### config.mk
export PLATFORM = sky130hd
export DESIGN_NAME = birt_fifo
export DESIGN_NICKNAME = d
export VERILOG_FILES = /design/src/rtl/birt_fifo.sv
export SDC_FILE = /design/constraint.sdc
export NUM_CORES = 1
export LEC_CHECK = 0
export BUFFER_PORTS_ARGS = -buffer_cell sky130_fd_sc_hd__buf_2
export CAP_MARGIN = 20
export CORE_AREA = 2 2 43 45
export CTS_CLUSTER_SIZE = 14
export DETAILED_ROUTE_END_ITERATION = 7
export DIE_AREA = 0 0 45 47
export PLACE_DENSITY = 0.76
export SKIP_CTS_REPAIR_TIMING = 1
export SLEW_MARGIN = 20
export SYNTH_ARGS = -nofsm -noshare
export SYNTH_HDL_FRONTEND = slang
export SYNTH_SLANG_ARGS = --single-unit
export TNS_END_PERCENT = 20
### constraint.sdc
create_clock -name i_clk -period 3.4 [get_ports i_clk]
set_input_delay 0.17 -clock i_clk [delete_from_list [all_inputs] [get_ports i_clk]]
set_output_delay 0.17 -clock i_clk [all_outputs]
set_load 0.005 [all_outputs]
### src/rtl/birt_fifo.sv
// Small register queue used between the front, the back and the result port.
module birt_fifo #(
    parameter int WIDTH = 8,
    parameter int DEPTH = 2
) (
    input  logic             i_clk,
    input  logic             i_rst_n,
    input  logic             i_push,
    input  logic [WIDTH-1:0] i_data,
    output logic             o_full,
    input  logic             i_pop,
    output logic [WIDTH-1:0] o_data,
    output logic             o_empty
);
    localparam int PW = (DEPTH > 1) ? $clog2(DEPTH) : 1;
    localparam int CW = $clog2(DEPTH + 1);

    logic [WIDTH-1:0] r_mem [DEPTH];
    logic [PW-1:0]    r_wptr, n_wptr;
    logic [PW-1:0]    r_rptr, n_rptr;
    logic [CW-1:0]    r_cnt, n_cnt;
    logic             w_push, w_pop;

    assign o_full  = (r_cnt == CW'(DEPTH));
    assign o_empty = (r_cnt == '0);
    assign o_data  = r_mem[r_rptr];
    assign w_push  = i_push && !o_full;
    assign w_pop   = i_pop && !o_empty;

    always_comb begin
        n_wptr = r_wptr;
        n_rptr = r_rptr;
        n_cnt  = r_cnt;
        if (w_push) begin
            n_wptr = (r_wptr == PW'(DEPTH - 1)) ? '0 : PW'(r_wptr + 1'b1);
        end
        if (w_pop) begin
            n_rptr = (r_rptr == PW'(DEPTH - 1)) ? '0 : PW'(r_rptr + 1'b1);
        end
        if (w_push && !w_pop) begin
            n_cnt = CW'(r_cnt + 1'b1);
        end else if (w_pop && !w_push) begin
            n_cnt = CW'(r_cnt - 1'b1);
        end
    end

    always_ff @(posedge i_clk) begin
        if (!i_rst_n) begin
            r_wptr <= '0;
            r_rptr <= '0;
            r_cnt  <= '0;
        end else begin
            r_wptr <= n_wptr;
            r_rptr <= n_rptr;
            r_cnt  <= n_cnt;
        end
    end

    always_ff @(posedge i_clk) begin
        if (w_push) begin
            r_mem[r_wptr] <= i_data;
        end
    end
endmodule

==> flow_metrics.py <==
metrics = {
    "route": {
        "via_count": 461,
        "post_drt_via_cell_ratio": 5.066,
        "routed_wirelength_microns": 1173,
        "drtPass1Iterations": 4,
        "drt_drc_violations_left": 0,
        "drt_first_iter_violations": 3,
        "post_dr_wirelength_cell_microns": 12.89,
        "postRouteAntennaNets": 0,
    },
    "sta": {
        "timing.setup.tns_ns": 0,
        "fin_skew_ns": 0.004656,
        "finalCritPeriodShare_pct": 46.75,
        "timing_hold_violations_final": 0,
        "max_clock_freq_mhz": 629.2,
        "tightest_slew_ns": 0.6803,
        "finalSetupViolCount": 0,
        "grt_setup_unrepaired": "no",
        "worst_hold_slack_ns": 0.05701,
        "report.final.slew_viol_count": 0,
        "fin_crit_ns": 1.589,
        "slew-limit-headroom_pct": 54.40,
    },
    "clocking": {
        "clock_tree.htree_level_count": 1,
        "cts-buffers-inserted": 3,
        "clockRootBuffer": "sky130_fd_sc_hd__clkbuf_4",
        "clk_transition_reported_paths_ns": 0.11,
        "clockBufferDepth": 2,
        "tritoncts_clock_tree": "done",
        "cts.sinks": 21,
        "clk_latency_ns": 0.29,
    },
    "floorplanning": {
        "dieHeight_microns": 47,
        "io_pins": 22,
        "core_area_sq_um": 1652,
        "die_width_microns": 45,
        "start_util_pct": 49.02,
        "die_area_sq_um": 2115,
        "core.rowCount": 15,
    },
    "critical_path": {
        "worst_r2r_path_depth": 6,
        "critical_path.startpoint_type": "flop",
        "end_kind": "flop",
        "ff2ff_setup_slack_ns": 1.81,
        "path_class": "reg2reg",
        "critical_path_required_ns": 3.63,
        "worst-path-max-fanout": 5,
        "r2r-end": "r_cnt[1]",
        "worst_ep_arrival_time_ns": 1.82,
        "rr_startpoint": "r_cnt[0]",
    },
    "finish": {
        "count_of_non_filler_cells_in_the_finished_layout": 91,
        "fin_nets": 88,
        "drive_above_1_share_pct": 45.95,
        "layout-area-overhead-vs-synth_pct": 18.24,
        "layout_commonest_cell": "sky130_fd_sc_hd__buf_2",
        "stdcell_area_sq_um": 957.2,
        "n_antenna_cell": 0,
        "layout.cells.most_common_list": "21 x sky130_fd_sc_hd__buf_2, 16 x sky130_fd_sc_hd__edfxtp_1, 8 x sky130_fd_sc_hd__mux2_2",
    },
    "synth": {
        "total_standard_cell_area_after_synthesis_sq_um": 809.5,
        "synth_top_cell_area_share_pct": 59.35,
        "syn_inst": 50,
        "number_of_flip_flops_and_latches_in_the_synthesized_netlist": 21,
        "synth_seq_area_share_pct": 71.72,
        "count_of_unique_library_cells_instantiated_by_yosys": 20,
        "avgSynthCellArea_sq_um": 16.19,
        "cells_taking_the_most_area_after_synthesis": "sky130_fd_sc_hd__edfxtp_1 59%, sky130_fd_sc_hd__dfxtp_1 12%, sky130_fd_sc_hd__mux2_2 11%",
        "count_of_synthesis_stage_warnings_from_yosys": 0,
        "synthDominantAreaCellType": "sky130_fd_sc_hd__edfxtp_1",
        "synth_fp_nets": 63,
    },
    "worst_hold_path": {
        "worst_hold_path.endpoint": "r_mem[1][6]",
        "min-delay-start": "i_data[6]",
        "holdCritPathClass": "in2reg",
        "timing.hold.worst_path_depth": 1,
    },
    "global_route": {
        "number_of_global_route_vias_before_repair": 450,
        "global_route.overflow_total": 0,
        "grt_pass1_wl_microns": 1731,
        "grt_util_all_layers_pct": 12.60,
        "grt_start_max_net_pins": 12,
        "antenna_violations_before_repair": 0,
    },
    "pwr": {
        "static-leakage-power_nw": 0.3790,
        "cellPowerDensity_nw_per_um2": 698.9,
        "vdd_ir_drop_max_v": 0.0004891,
    },
    "job": {
        "max_cap_violations": 0,
    },
    "placement": {
        "dpl_cell_area_sq_um": 930.9,
        "buffer_ports.inserted": 21,
        "post-place-cells": 87,
        "routability_congestion_estimate_from_global_placement": 0.6213,
    },
    "run_status": {
        "run_status": "completed",
    },
}
==> power breakdown <==
group / switching (mW) / total (mW) / internal (mW)
clock: 0.0684 / 0.114 / 0.0457
combinational: 0.0842 / 0.194 / 0.110
sequential: 0.0329 / 0.360 / 0.328
total: 0.185 / 0.669 / 0.483
==> sequential cells by signal, summed over array words and instances (netlist names), named ones only <==
name,flops
r_mem,16
r_cnt,2
r_rptr,1
r_wptr,1
==> how the worst max path moves through the flow <==
stage                         from           to  slack, ns  cells past startpoint
after floorplan           r_cnt[0]     r_cnt[1]       1.95                      6
after global placement    r_cnt[0]  r_mem[0][5]       1.91                      3
after detailed placement  r_cnt[0]     r_cnt[1]       1.82                      6
after CTS                 r_cnt[0]     r_cnt[1]       1.79                      6
after global routing      r_cnt[0]     r_cnt[1]       1.69                      6
final                     r_cnt[0]     r_cnt[1]       1.81                      6
==> stage by stage <==
| stage | power, mW | utilization (%) | setup WS [ns] |
|---|---|---|---|
| floorplan | 0.4945 | - | 1.946 |
| global placement | 0.5554 | 56.36 | 1.906 |
| detailed placement | 0.5651 | 56.36 | 1.819 |
| CTS | 0.6807 | 57.95 | 1.792 |
| global route | 0.7134 | 57.95 | 1.694 |
| finish | 0.6689 | 57.95 | 1.811 |
==> Yosys cell counts <==
cell                       count
sky130_fd_sc_hd__a21boi_0      1
sky130_fd_sc_hd__a21boi_1      1
sky130_fd_sc_hd__and2_1        3
sky130_fd_sc_hd__and3_1        1
sky130_fd_sc_hd__buf_2         1
sky130_fd_sc_hd__dfxtp_1       5
sky130_fd_sc_hd__edfxtp_1     16
sky130_fd_sc_hd__ha_1          1
sky130_fd_sc_hd__inv_1         1
sky130_fd_sc_hd__inv_2         1
sky130_fd_sc_hd__mux2_2        8
sky130_fd_sc_hd__nand2b_1      1
sky130_fd_sc_hd__nor2_1        2
sky130_fd_sc_hd__nor3_2        1
sky130_fd_sc_hd__o21a_1        1
sky130_fd_sc_hd__o21ai_0       1
sky130_fd_sc_hd__o21ai_1       1
sky130_fd_sc_hd__or3_1         1
sky130_fd_sc_hd__xnor2_1       2
sky130_fd_sc_hd__xor2_1        1
==> routing by layer <==
| layer | vias up | routed length, microns | GRT usage, % |
|---|---|---|---|
| met5 | - | 0 | 0 |
| met2 | 16 | 577 | 22.00 |
| met3 | 4 | 73 | 3.077 |
| met4 | 0 | 42 | 12.35 |
| li1 | 231 | - | - |
| met1 | 210 | 479 | 11.94 |
==> cell families after synthesis <==
logic type | synth area share [%]
AO/OA/AOI/OAI | 4.018
multiplexers | 11.13
buffers and inverters | 1.544
adder cells (fa/ha/maj) | 1.545
XOR/XNOR | 3.246
AND/OR/NAND/NOR | 6.803
flip-flops | 71.72
==> area by class of cell <==
type | instances | area, sq um
clock buffers | 4 | 26.28
flip-flops and latches | 21 | 580.6
multi-input cells | 26 | 216.5
inverters | 2 | 7.507
fillers | 149 | 694.4
well taps | 17 | 21.27
repair buffers | 21 | 105.1
==> worst max-delay path, stage by stage (launching register included) <==
cell	delay [ns]
sky130_fd_sc_hd__dfxtp_1	0.43
sky130_fd_sc_hd__nand2b_1	0.19
sky130_fd_sc_hd__inv_2	0.06
sky130_fd_sc_hd__nor2_1	0.09
sky130_fd_sc_hd__ha_1	0.26
sky130_fd_sc_hd__or3_1	0.35
sky130_fd_sc_hd__a21boi_1	0.15
No activity file was read; power rests on OpenSTA's default activity.
