`src/rtl/birt_pkg.sv`:
```
// Shared types and constants of the bidirectional index remap table.
package birt_pkg;

    localparam int IDX_W = 10;
    localparam int TSZ_W = 11;
    localparam logic [TSZ_W-1:0] TSZ_RESET = 11'd1024;

    localparam int CMDQ_DEPTH = 2;
    localparam int RESQ_DEPTH = 2;

    localparam logic [2:0] REQ_CUR_FROM_OLD = 3'd0;
    localparam logic [2:0] REQ_OLD_FROM_CUR = 3'd1;
    localparam logic [2:0] REQ_REMOVE       = 3'd2;
    localparam logic [2:0] REQ_MOVE_PAIR    = 3'd3;
    localparam logic [2:0] REQ_REMOVAL      = 3'd4;

    localparam logic [1:0] ST_OK    = 2'd0;
    localparam logic [1:0] ST_RANGE = 2'd1;
    localparam logic [1:0] ST_FULL  = 2'd2;

    typedef enum logic [2:0] {
        OP_NONE,
        OP_Q_O2C,
        OP_Q_C2O,
        OP_REMOVE,
        OP_RMENTRY,
        OP_MOVE
    } t_op;

    typedef struct packed {
        t_op              op;
        logic [IDX_W-1:0] a;
        logic [IDX_W-1:0] b;
        logic             bv;
        logic             stage;
        logic             apply;
        logic [1:0]       status;
    } t_cmd;

    typedef struct packed {
        logic [IDX_W-1:0] idx;
        logic             valid;
        logic [1:0]       status;
    } t_res;

    typedef enum logic [3:0] {
        B_INIT,
        B_IDLE,
        B_QRESP,
        B_RMWR,
        B_A1_RS,
        B_A1_RC,
        B_A1_WT,
        B_A2_RS,
        B_A2_WR
    } t_bstate;

endpackage

```
`src/rtl/birt_front.sv`:
```
// Front end: takes requests, checks ranges and buffer space, and issues commands.
module birt_front #(
    parameter int TABLE_DEPTH = 1024,
    parameter int STAGE_DEPTH = 64
) (
    input  logic                           i_clk,
    input  logic                           i_rst_n,
    input  logic                           i_cfg_we,
    input  logic [birt_pkg::TSZ_W-1:0]     i_cfg_data,
    input  logic                           i_push,
    output logic                           o_full,
    input  logic [2:0]                     i_req_type,
    input  logic [birt_pkg::IDX_W-1:0]     i_index_a,
    input  logic [birt_pkg::IDX_W-1:0]     i_index_b,
    input  logic                           i_b_valid,
    input  logic                           i_last_of_batch,
    input  logic                           i_init_done,
    input  logic                           i_cmd_full,
    output logic                           o_cmd_push,
    output birt_pkg::t_cmd                 o_cmd
);
    import birt_pkg::*;

    localparam int CW = $clog2(STAGE_DEPTH + 1);

    logic [TSZ_W-1:0] r_ts;
    logic [CW-1:0]    r_cnt, n_cnt;
    logic             w_acc, w_a_ok, w_b_ok, w_stage_full;

    // An index is in range below both the programmed size and the table depth.
    assign w_a_ok = (TSZ_W'(i_index_a) < r_ts) && (32'(i_index_a) < 32'(TABLE_DEPTH));
    assign w_b_ok = (TSZ_W'(i_index_b) < r_ts) && (32'(i_index_b) < 32'(TABLE_DEPTH));
    assign w_stage_full = (r_cnt == CW'(STAGE_DEPTH));

    assign o_full     = !i_init_done || i_cmd_full;
    assign w_acc      = i_push && !o_full;
    assign o_cmd_push = w_acc;

    always_comb begin
        o_cmd        = '0;
        o_cmd.op     = OP_NONE;
        o_cmd.a      = i_index_a;
        o_cmd.b      = i_b_valid ? i_index_b : '0;
        o_cmd.bv     = i_b_valid;
        o_cmd.status = ST_OK;
        unique case (i_req_type) inside
            REQ_CUR_FROM_OLD, REQ_OLD_FROM_CUR: begin
                if (!w_a_ok) begin
                    o_cmd.status = ST_RANGE;
                end else begin
                    o_cmd.op = (i_req_type == REQ_CUR_FROM_OLD) ? OP_Q_O2C : OP_Q_C2O;
                end
            end
            REQ_REMOVE: begin
                if (!w_a_ok) begin
                    o_cmd.status = ST_RANGE;
                end else begin
                    o_cmd.op = OP_REMOVE;
                end
            end
            REQ_REMOVAL: begin
                if (!w_a_ok) begin
                    o_cmd.status = ST_RANGE;
                end else begin
                    o_cmd.op = OP_RMENTRY;
                end
            end
            REQ_MOVE_PAIR: begin
                o_cmd.op    = OP_MOVE;
                o_cmd.apply = i_last_of_batch;
                if (!w_a_ok || (i_b_valid && !w_b_ok)) begin
                    o_cmd.status = ST_RANGE;
                end else if (w_stage_full) begin
                    o_cmd.status = ST_FULL;
                end else begin
                    o_cmd.stage = 1'b1;
                end
            end
            default: begin
                o_cmd.op = OP_NONE;
            end
        endcase
    end

    // Mirrors the staging count kept by the back end, in transaction order.
    always_comb begin
        n_cnt = r_cnt;
        if (w_acc && (o_cmd.op == OP_MOVE)) begin
            if (o_cmd.apply) begin
                n_cnt = '0;
            end else if (o_cmd.stage) begin
                n_cnt = CW'(r_cnt + 1'b1);
            end
        end
    end

    always_ff @(posedge i_clk) begin
        if (!i_rst_n) begin
            r_ts  <= TSZ_RESET;
            r_cnt <= '0;
        end else begin
            r_cnt <= n_cnt;
            if (i_cfg_we) begin
                r_ts <= i_cfg_data;
            end
        end
    end
endmodule

```
`config.mk`:
```
export PLATFORM = sky130hd
export DESIGN_NAME = birt_front
export DESIGN_NICKNAME = d
export VERILOG_FILES = /design/src/rtl/birt_pkg.sv /design/src/rtl/birt_front.sv
export SDC_FILE = /design/constraint.sdc
export NUM_CORES = 1
export LEC_CHECK = 0
export BUFFER_PORTS_ARGS = -buffer_cell sky130_fd_sc_hd__clkbuf_2
export CAP_MARGIN = 5
export CORE_UTILIZATION = 35
export DETAILED_ROUTE_END_ITERATION = 7
export SYNTH_ARGS = -nofsm -noshare
export SYNTH_HDL_FRONTEND = slang
export SYNTH_SLANG_ARGS = --single-unit
```
`constraint.sdc`:
```
create_clock -name i_clk -period 2.7 [get_ports i_clk]
set_input_delay 0.135 -clock i_clk [delete_from_list [all_inputs] [get_ports i_clk]]
set_output_delay 0.135 -clock i_clk [all_outputs]
set_load 0.1 [all_outputs]
```
==> out/metrics.sh, run 1 <==
RUN_STATUS='finished clean'
WORST_R2R_PATH_DEPTH=9
UNREPAIRED_SETUP_ENDPOINTS_AFTER_GLOBAL_ROUTING='yes'
CLOCK-SKEW-FINAL_PS=2.35
WORST_SLEW_MARGIN_REL_PCT=63.3
DIE_WIDTH_UM=66.8
GRT_USE_TOTAL_PCT=16.0
DP_HPWL_UM=2710
TIMING.FINAL.HOLD_VIOLATIONS=0
TRITONCTS_BUFFER_COUNT=3
DR_TOTAL_VIAS=1394
CTS-ROOT-BUF='sky130_fd_sc_hd__clkbuf_8'
SYNTH_EDF_COUNT=0
ENDPOINT_KIND='primary output'
CRITICAL_PATH_REQUIRED_PS=2570
FIRST_PASS_GRT_WIRE_LENGTH_UM=5360
PORTBUFFERS=71
DIEAREA_UM2=4460
CLK_LATENCY_PS=250
POST_SYNTH_NUM_CELL_TYPES=34
SYNTHARSTFLOPSHARE_PCT=0
FLOW.AREA_GROWTH_FROM_SYNTHESIS_PCT=29.6
GLOBALPLACE.CONGESTION=0.714
IR_WORST_VDD_V=0.000189
SYNTH_FLOP_CELL='sky130_fd_sc_hd__dfxtp_1'
DETAIL_ROUTE.DRC_VIOLATIONS=0
MIN_DELAY_WORST_ENDPOINT='r_ts[10]'
TIMING.FINAL.MAX_SLEW_VIOLATIONS=0
DRT_FIRST_ITER_VIOLATIONS=50
POSTROUTEWIRELENGTH_UM=3220
TIMING.FINAL.SETUP_VIOLATIONS=0
SYNTHESIS.INSTANCES=180
SYNTH-WARNING-COUNT=0
FF2FF_SETUP_SLACK_PS=310
POST_ROUTE_CELLS_DRIVE_ABOVE_1_SHARE_PCT=34.6
DRT-WIRELENGTH-PER-CELL_UM=11.1
COREAREA_UM2=4030
PERIOD_MINUS_SLACK_PS=2560
ANTENNA_LEFT=0
CRITPATHMAXFANOUT=8
LEAKAGEPOWER_nW=0.905
REPORTED_MAX_CAP_VIOLATION_COUNT=0
POST_DP_CELL_AREA_UM2=1840
SYN-NUM-NETS=242
BOUNDARYPINS=72
FINISH.NET_COUNT=303
TIMING.HOLD.WORST.CLASS='in2reg'
SYNTH_SEQ_CELLS=18
CLKSINKCOUNT=18
MIN_FROM='i_cfg_data[10]'
WHS_PATH_DEPTH=3
R2R-START='r_ts[2]'
TIMING.FINAL.CRIT_SHARE_PCT=94.7
FINALINSTANCEAREA_UM2=1900
RR_ENDPOINT='r_cnt[3]'
CTS.REPAIR_TIMING.SETUP_BUFFER_COUNT=0
PLACEMENT.SETUP.WORST_SLACK_PS=313
ROWS=23
CTS_TREE='yes'
CRITICAL_PATH.STARTPOINT_TYPE='flip-flop'
FIRST_GLOBAL_VIAS=1255
TIMING.FMAX_MHz=391
GRT_ANTENNA_BEFORE_REPAIR=0
CLKTRANSATPATHREGS_PS=70
POST_DRT_VIA_CELL_RATIO=4.81
POSTSYNTHAREAPERCELL_UM2=8.16
GRT_OVERFLOW_TOTAL=0
WORST_SLACK_PS=142
SEQUENTIAL_AREA_SHARE_AFTER_SYNTHESIS_PCT=24.5
POWER.DENSITY_CELL_AREA_nW_PER_UM2=445
GRT_MAX_DEGREE=15
WORSTSETUPSTARTPOINT='r_ts[2]'
SYNTH.AREA.TOP_CELLS='sky130_fd_sc_hd__dfxtp_1, sky130_fd_sc_hd__ha_1, sky130_fd_sc_hd__mux2i_1, sky130_fd_sc_hd__buf_4, sky130_fd_sc_hd__nor2b_1'
TIMING.HOLD.WS_PS=116
WORST-SETUP-PATH-TYPE='reg2out'
CLOCK_TREE.BUFFER_DEPTH=2
SYNTHESIS.AREA_UM2=1470
WORSTMARGINPINSLEW_PS=553
CTS-HTREE-LEVELS=1
CP.ARRIVAL_PS=2420
START_UTIL_PCT=36.5
CHIPHEIGHT_UM=66.8
INSERTEDDIODECOUNT=0
DETAIL_ROUTE.FIRST_PASS.ITERATIONS=4
YOSYS.AREA.TOP_TYPE_SHARE_PCT=24.5
POST-SYNTH-TOP-AREA-CELL='sky130_fd_sc_hd__dfxtp_1'
-- cells in the final DEF, fill, tap and decap left out, types with 2 or more instances in the layout --
cell type and instances:
sky130_fd_sc_hd__ha_1 20, sky130_fd_sc_hd__a21o_1 3, sky130_fd_sc_hd__dfxtp_1 18, sky130_fd_sc_hd__a21boi_0 2
sky130_fd_sc_hd__clkbuf_8 4, sky130_fd_sc_hd__and2_1 12, sky130_fd_sc_hd__nand2_1 13, sky130_fd_sc_hd__buf_12 2
sky130_fd_sc_hd__o21ai_0 8, sky130_fd_sc_hd__nor2b_1 13, sky130_fd_sc_hd__nand4_1 4, sky130_fd_sc_hd__inv_1 13
sky130_fd_sc_hd__nand3_1 4, sky130_fd_sc_hd__nand2b_1 3, sky130_fd_sc_hd__a21oi_1 12, sky130_fd_sc_hd__or3_1 6
sky130_fd_sc_hd__nor2_1 4, sky130_fd_sc_hd__clkbuf_2 68, sky130_fd_sc_hd__mux2i_1 11
-- cells in the mapped netlist (2+ instances only) --
master and count:
sky130_fd_sc_hd__dfxtp_1 18, sky130_fd_sc_hd__buf_4 11, sky130_fd_sc_hd__a21o_1 3, sky130_fd_sc_hd__nand3_1 4, sky130_fd_sc_hd__clkbuf_1 2, sky130_fd_sc_hd__or3_1 6, sky130_fd_sc_hd__o21ai_0 8, sky130_fd_sc_hd__inv_1 13
sky130_fd_sc_hd__nor2b_1 13, sky130_fd_sc_hd__nor2_1 6, sky130_fd_sc_hd__ha_1 20, sky130_fd_sc_hd__nor4_1 2, sky130_fd_sc_hd__and2_1 12, sky130_fd_sc_hd__nand4_1 4, sky130_fd_sc_hd__nand2_1 13, sky130_fd_sc_hd__mux2i_1 11
sky130_fd_sc_hd__nand2b_1 4, sky130_fd_sc_hd__a21boi_0 3, sky130_fd_sc_hd__a21oi_1 12
-- routing by layer --
layer  track usage (%)  wire length, um  vias to the layer above
met5                 0                0                        -
met4              4.79               31                        0
met3              4.45              139                        4
met2              26.9             1520                       29
met1              19.5             1540                      619
li1                  -                -                      742
-- cell families (layout without fill, tap and decap cells) --
group	after synthesis	in the layout	share of synthesized area [%]
XOR/XNOR	1	1	0.596
flip-flops	18	18	24.5
buffers and inverters	28	88	10.5
adder cells (fa/ha/maj)	20	20	17.0
AO/OA/AOI/OAI	34	34	14.2
multiplexers	11	11	7.50
AND/OR/NAND/NOR	68	68	25.6
-- critical path, cell delays in order, from the launching register on --
cell and delay (ps):
sky130_fd_sc_hd__dfxtp_1 330, sky130_fd_sc_hd__inv_1 60, sky130_fd_sc_hd__ha_1 280, sky130_fd_sc_hd__a21o_1 160, sky130_fd_sc_hd__a31oi_1 150, sky130_fd_sc_hd__o211ai_1 150, sky130_fd_sc_hd__o2bb2ai_2 200, sky130_fd_sc_hd__or2_2 350
sky130_fd_sc_hd__nor4_4 270, sky130_fd_sc_hd__buf_12 210
-- where the power goes --
| part | internal (mW) | leakage (nW) | switching (mW) |
|---|---|---|---|
| Clock | 0.130 | 0.0288 | 0.0894 |
| Combinational | 0.0922 | 0.729 | 0.254 |
| Sequential | 0.276 | 0.147 | 0.00568 |
| Total | 0.497 | 0.905 | 0.349 |
-- sequential cells by signal (all words and copies together), names as in the netlist --
signal and cells:
r_cnt 7, r_ts 11
-- how the worst max path moves through the flow --
| stage | to | slack (ps) | cells after the start |
|---|---|---|---|
| finish | o_cmd[1] | 140 | 9 |
| global route | o_cmd[1] | -20 | 9 |
| CTS | o_cmd[1] | 40 | 9 |
| detailed placement | r_cnt[3] | 310 | 9 |
| global placement | o_cmd[1] | 400 | 9 |
| floorplan | o_cmd[1] | -670 | 8 |
-- final cells by class --
cell class	count	area, um2
clock buffers	4	55.1
fillers	409	2130
inverters	13	48.8
multi-input cells	134	991
flip-flops and latches	18	360
well taps	50	62.6
repair buffers	71	385
-- what timing repair did --
action | CTS | global route
setup endpoints to repair | 0 | 2
hold buffers | 0 | 0
resized for setup | 0 | 2
-- through the flow --
stage | setup TNS (ps) | utilization [%] | total power [mW] | instances
floorplan | -1040 | - | 0.567 | 180
global placement | 0 | 45.7 | 0.634 | 286
detailed placement | 0 | 45.7 | 0.636 | 286
CTS | 0 | 47.0 | 0.858 | 290
global route | -18.2 | 47.2 | 0.899 | 290
finish | 0 | 47.2 | 0.847 | 290
Power figures use the tool's default switching activity.
==> inputs of run 2 (changes only) <==
CELL_PAD_IN_SITES_DETAIL_PLACEMENT = 0   (was default)
CELL_PAD_IN_SITES_GLOBAL_PLACEMENT = 1   (was default)
CORE_UTILIZATION = 32   (was 35)
PLACE_DENSITY_LB_ADDON = 0.1   (was default)
==> run 2 against run 1 <==
Net effect: hold slack improved by 7.6 ps; clock power fell by 16%; setup slack got worse by 41 ps; wire length rose by 1.6%; core utilization fell by 4.1 points; final area fell by 0.59%; clock skew fell by 1.3 ps; final cell count rose by 0.34%; non-clock buffer count did not move; sequential share of layout area rose by 0.11 points; critical path depth did not move; largest cell class unchanged; largest power group unchanged.
==> out/metrics.sh, run 2 (same netlist as run 1, synthesis figures left out) <==
RUN_STATUS='finished clean'
LAYOUT.CELLS.MOST_COMMON_LIST='sky130_fd_sc_hd__clkbuf_2, sky130_fd_sc_hd__ha_1, sky130_fd_sc_hd__dfxtp_1'
REGISTERS_WITH_THE_MOST_FLIP_FLOPS='r_ts (11), r_cnt (7)'
FIRST_PASS_GRT_WIRE_LENGTH_UM=5590
GRT_ANTENNA_BEFORE_REPAIR=0
GRT_BUSIEST_LAYER='met2'
CLKSINKCOUNT=18
LAYOUT_COMMONEST_CELL='sky130_fd_sc_hd__clkbuf_2'
CLK_LATENCY_PS=250
TIMING.FINAL.HOLD_VIOLATIONS=0
FINALINSTANCEAREA_UM2=1890
WHS_PATH_DEPTH=3
POST_DP_CELL_AREA_UM2=1840
GLOBALROUTEMET3UTIL_PCT=3.34
CHIPHEIGHT_UM=69.8
FINISH.NET_COUNT=303
DRT-WIRELENGTH-PER-CELL_UM=11.3
ROWS=24
PORTBUFFERS=71
CLKTRANSATPATHREGS_PS=70
TIMING.FINAL.SETUP_VIOLATIONS=0
CRITPATHMAXSTAGEDELAY_PS=360
FF2FF_SETUP_SLACK_PS=290
START_UTIL_PCT=33.5
INSERTEDDIODECOUNT=0
GRT_MAX_DEGREE=15
CLOCK_TREE.BUFFER_DEPTH=2
FILLCELLCOUNT=491
GRTUSAGEMET1_PCT=19.9
CRITICAL_PATH.STARTPOINT_TYPE='flip-flop'
WORSTMARGINPINSLEW_PS=544
TIMING.FINAL.CRIT_SHARE_PCT=96.3
DIEAREA_UM2=4870
GLOBALPLACE.CONGESTION=0.778
CLOCK-SKEW-FINAL_PS=1.02
CTS-ROOT-BUF='sky130_fd_sc_hd__clkbuf_8'
TIMING.FINAL.MAX_SLEW_VIOLATIONS=0
R2R-START='r_ts[2]'
LEAKAGEPOWER_nW=0.898
GRT_UTIL_MET2_PCT=21.9
CTS.REPAIR_TIMING.SETUP_BUFFER_COUNT=0
TIMING.HOLD.WORST.CLASS='in2reg'
DP_HPWL_UM=2810
DETAIL_ROUTE.FIRST_PASS.ITERATIONS=4
WORST-SETUP-PATH-TYPE='reg2out'
PERIOD_MINUS_SLACK_PS=2600
WORST_SLEW_MARGIN_REL_PCT=63.9
COREAREA_UM2=4380
CRITPATHMAXFANOUT=8
BOUNDARYPINS=72
POSTROUTEWIRELENGTH_UM=3280
GRT_OVERFLOW_TOTAL=0
CTS-HTREE-LEVELS=1
DRT_FIRST_ITER_VIOLATIONS=37
IR_WORST_VDD_V=0.000314
MIN_FROM='i_cfg_data[10]'
WORSTPATHCELLLIST='inv_1, ha_1, a21o_1, a31oi_1, o211ai_1, o2bb2ai_2, or2_2, nor4_4, buf_12'
GRT_USE_TOTAL_PCT=14.1
TRITONCTS_BUFFER_COUNT=3
DR_TOTAL_VIAS=1345
CRITPATHBUFINV=2
DETAIL_ROUTE.DRC_VIOLATIONS=0
POST_DRT_VIA_CELL_RATIO=4.62
POWER.DENSITY_CELL_AREA_nW_PER_UM2=430
TOP_REGISTER='r_ts'
ANTENNA_LEFT=0
WORST_R2R_PATH_DEPTH=9
RR_ENDPOINT='r_cnt[3]'
WORST_PATH_DOMINANT_CELL_FAMILY='compound AO/OA/AOI/OAI gates'
DIE_WIDTH_UM=69.8
SETUP_TNS_PS=0
LARGEST_REG_FLOPS=11
TIMING.FMAX_MHz=385
FLOW.AREA_GROWTH_FROM_SYNTHESIS_PCT=28.8
UNREPAIRED_SETUP_ENDPOINTS_AFTER_GLOBAL_ROUTING='yes'
MIN_DELAY_WORST_ENDPOINT='r_ts[10]'
CP.ARRIVAL_PS=2460
REPORTED_MAX_CAP_VIOLATION_COUNT=0
ENDPOINT_KIND='primary output'
FIRST_GLOBAL_VIAS=1260
POST_ROUTE_CELLS_DRIVE_ABOVE_1_SHARE_PCT=34.3
CRITICAL_PATH_REQUIRED_PS=2570
CTS_TREE='yes'
CPMAXSTAGEDELAYCELL='sky130_fd_sc_hd__or2_2'
[run 2: worst max path at each step]
stage | start | to | slack [ps] | depth (start not counted)
global placement | r_ts[2] | o_cmd[1] | 370 | 9
detailed placement | r_ts[2] | r_cnt[4] | 280 | 9
CTS | r_ts[2] | o_cmd[1] | 7 | 9
finish | r_ts[2] | o_cmd[1] | 100 | 9
floorplan | r_ts[2] | o_cmd[1] | -670 | 8
global route | r_ts[2] | o_cmd[1] | -20 | 9
[run 2: timing repair]
item | 4_1_cts | 5_1_grt
setup endpoints to repair | 0 | 2
hold buffers | 0 | 0
gates resized for setup | 0 | 2
[run 2: per-layer routing]
| layer | part of all wire (%) | up-vias |
|---|---|---|
| li1 | - | 734 |
| met1 | 52 | 573 |
| met2 | 42 | 36 |
| met3 | 5.3 | 2 |
| met4 | 0.70 | 0 |
| met5 | 0 | - |
[run 2: layout make-up]
cell class              instances  area (um2)  area share (%)
inverters                      13        48.8            2.58
clock buffers                   3        41.3            2.18
flip-flops and latches         18         360            19.0
repair buffers                 71         385            20.4
well taps                      52        65.1            3.44
multi-input cells             134         991            52.4
[run 2: worst register-to-register path: cells and delay by family (launching register included)]
family | cells | cell delay [ps]
buffers and inverters | 1 | 60
and+or+nand+nor | 1 | 390
adders and majority gates | 1 | 290
DFF | 1 | 330
AOI/OAI and AO/OA | 6 | 1290
[run 2: report_power, final]
group / switching [mW] / internal (mW)
registers: 0.00557 / 0.276
clock network: 0.0847 / 0.0989
logic: 0.256 / 0.0920
[run 2: stage by stage]
step / utilization (%) / total power, mW / std cells / hold slack (ps) / setup WS (ps)
2_1_floorplan: - / 0.567 / 180 / 263 / -668
3_3_place_gp: 42.0 / 0.638 / 288 / 385 / 373
3_5_place_dp: 42.0 / 0.637 / 288 / 378 / 285
4_1_cts: 43.0 / 0.826 / 291 / 127 / 7.37
5_1_grt: 43.2 / 0.863 / 291 / 147 / -19.0
6_report: 43.2 / 0.813 / 291 / 123 / 101
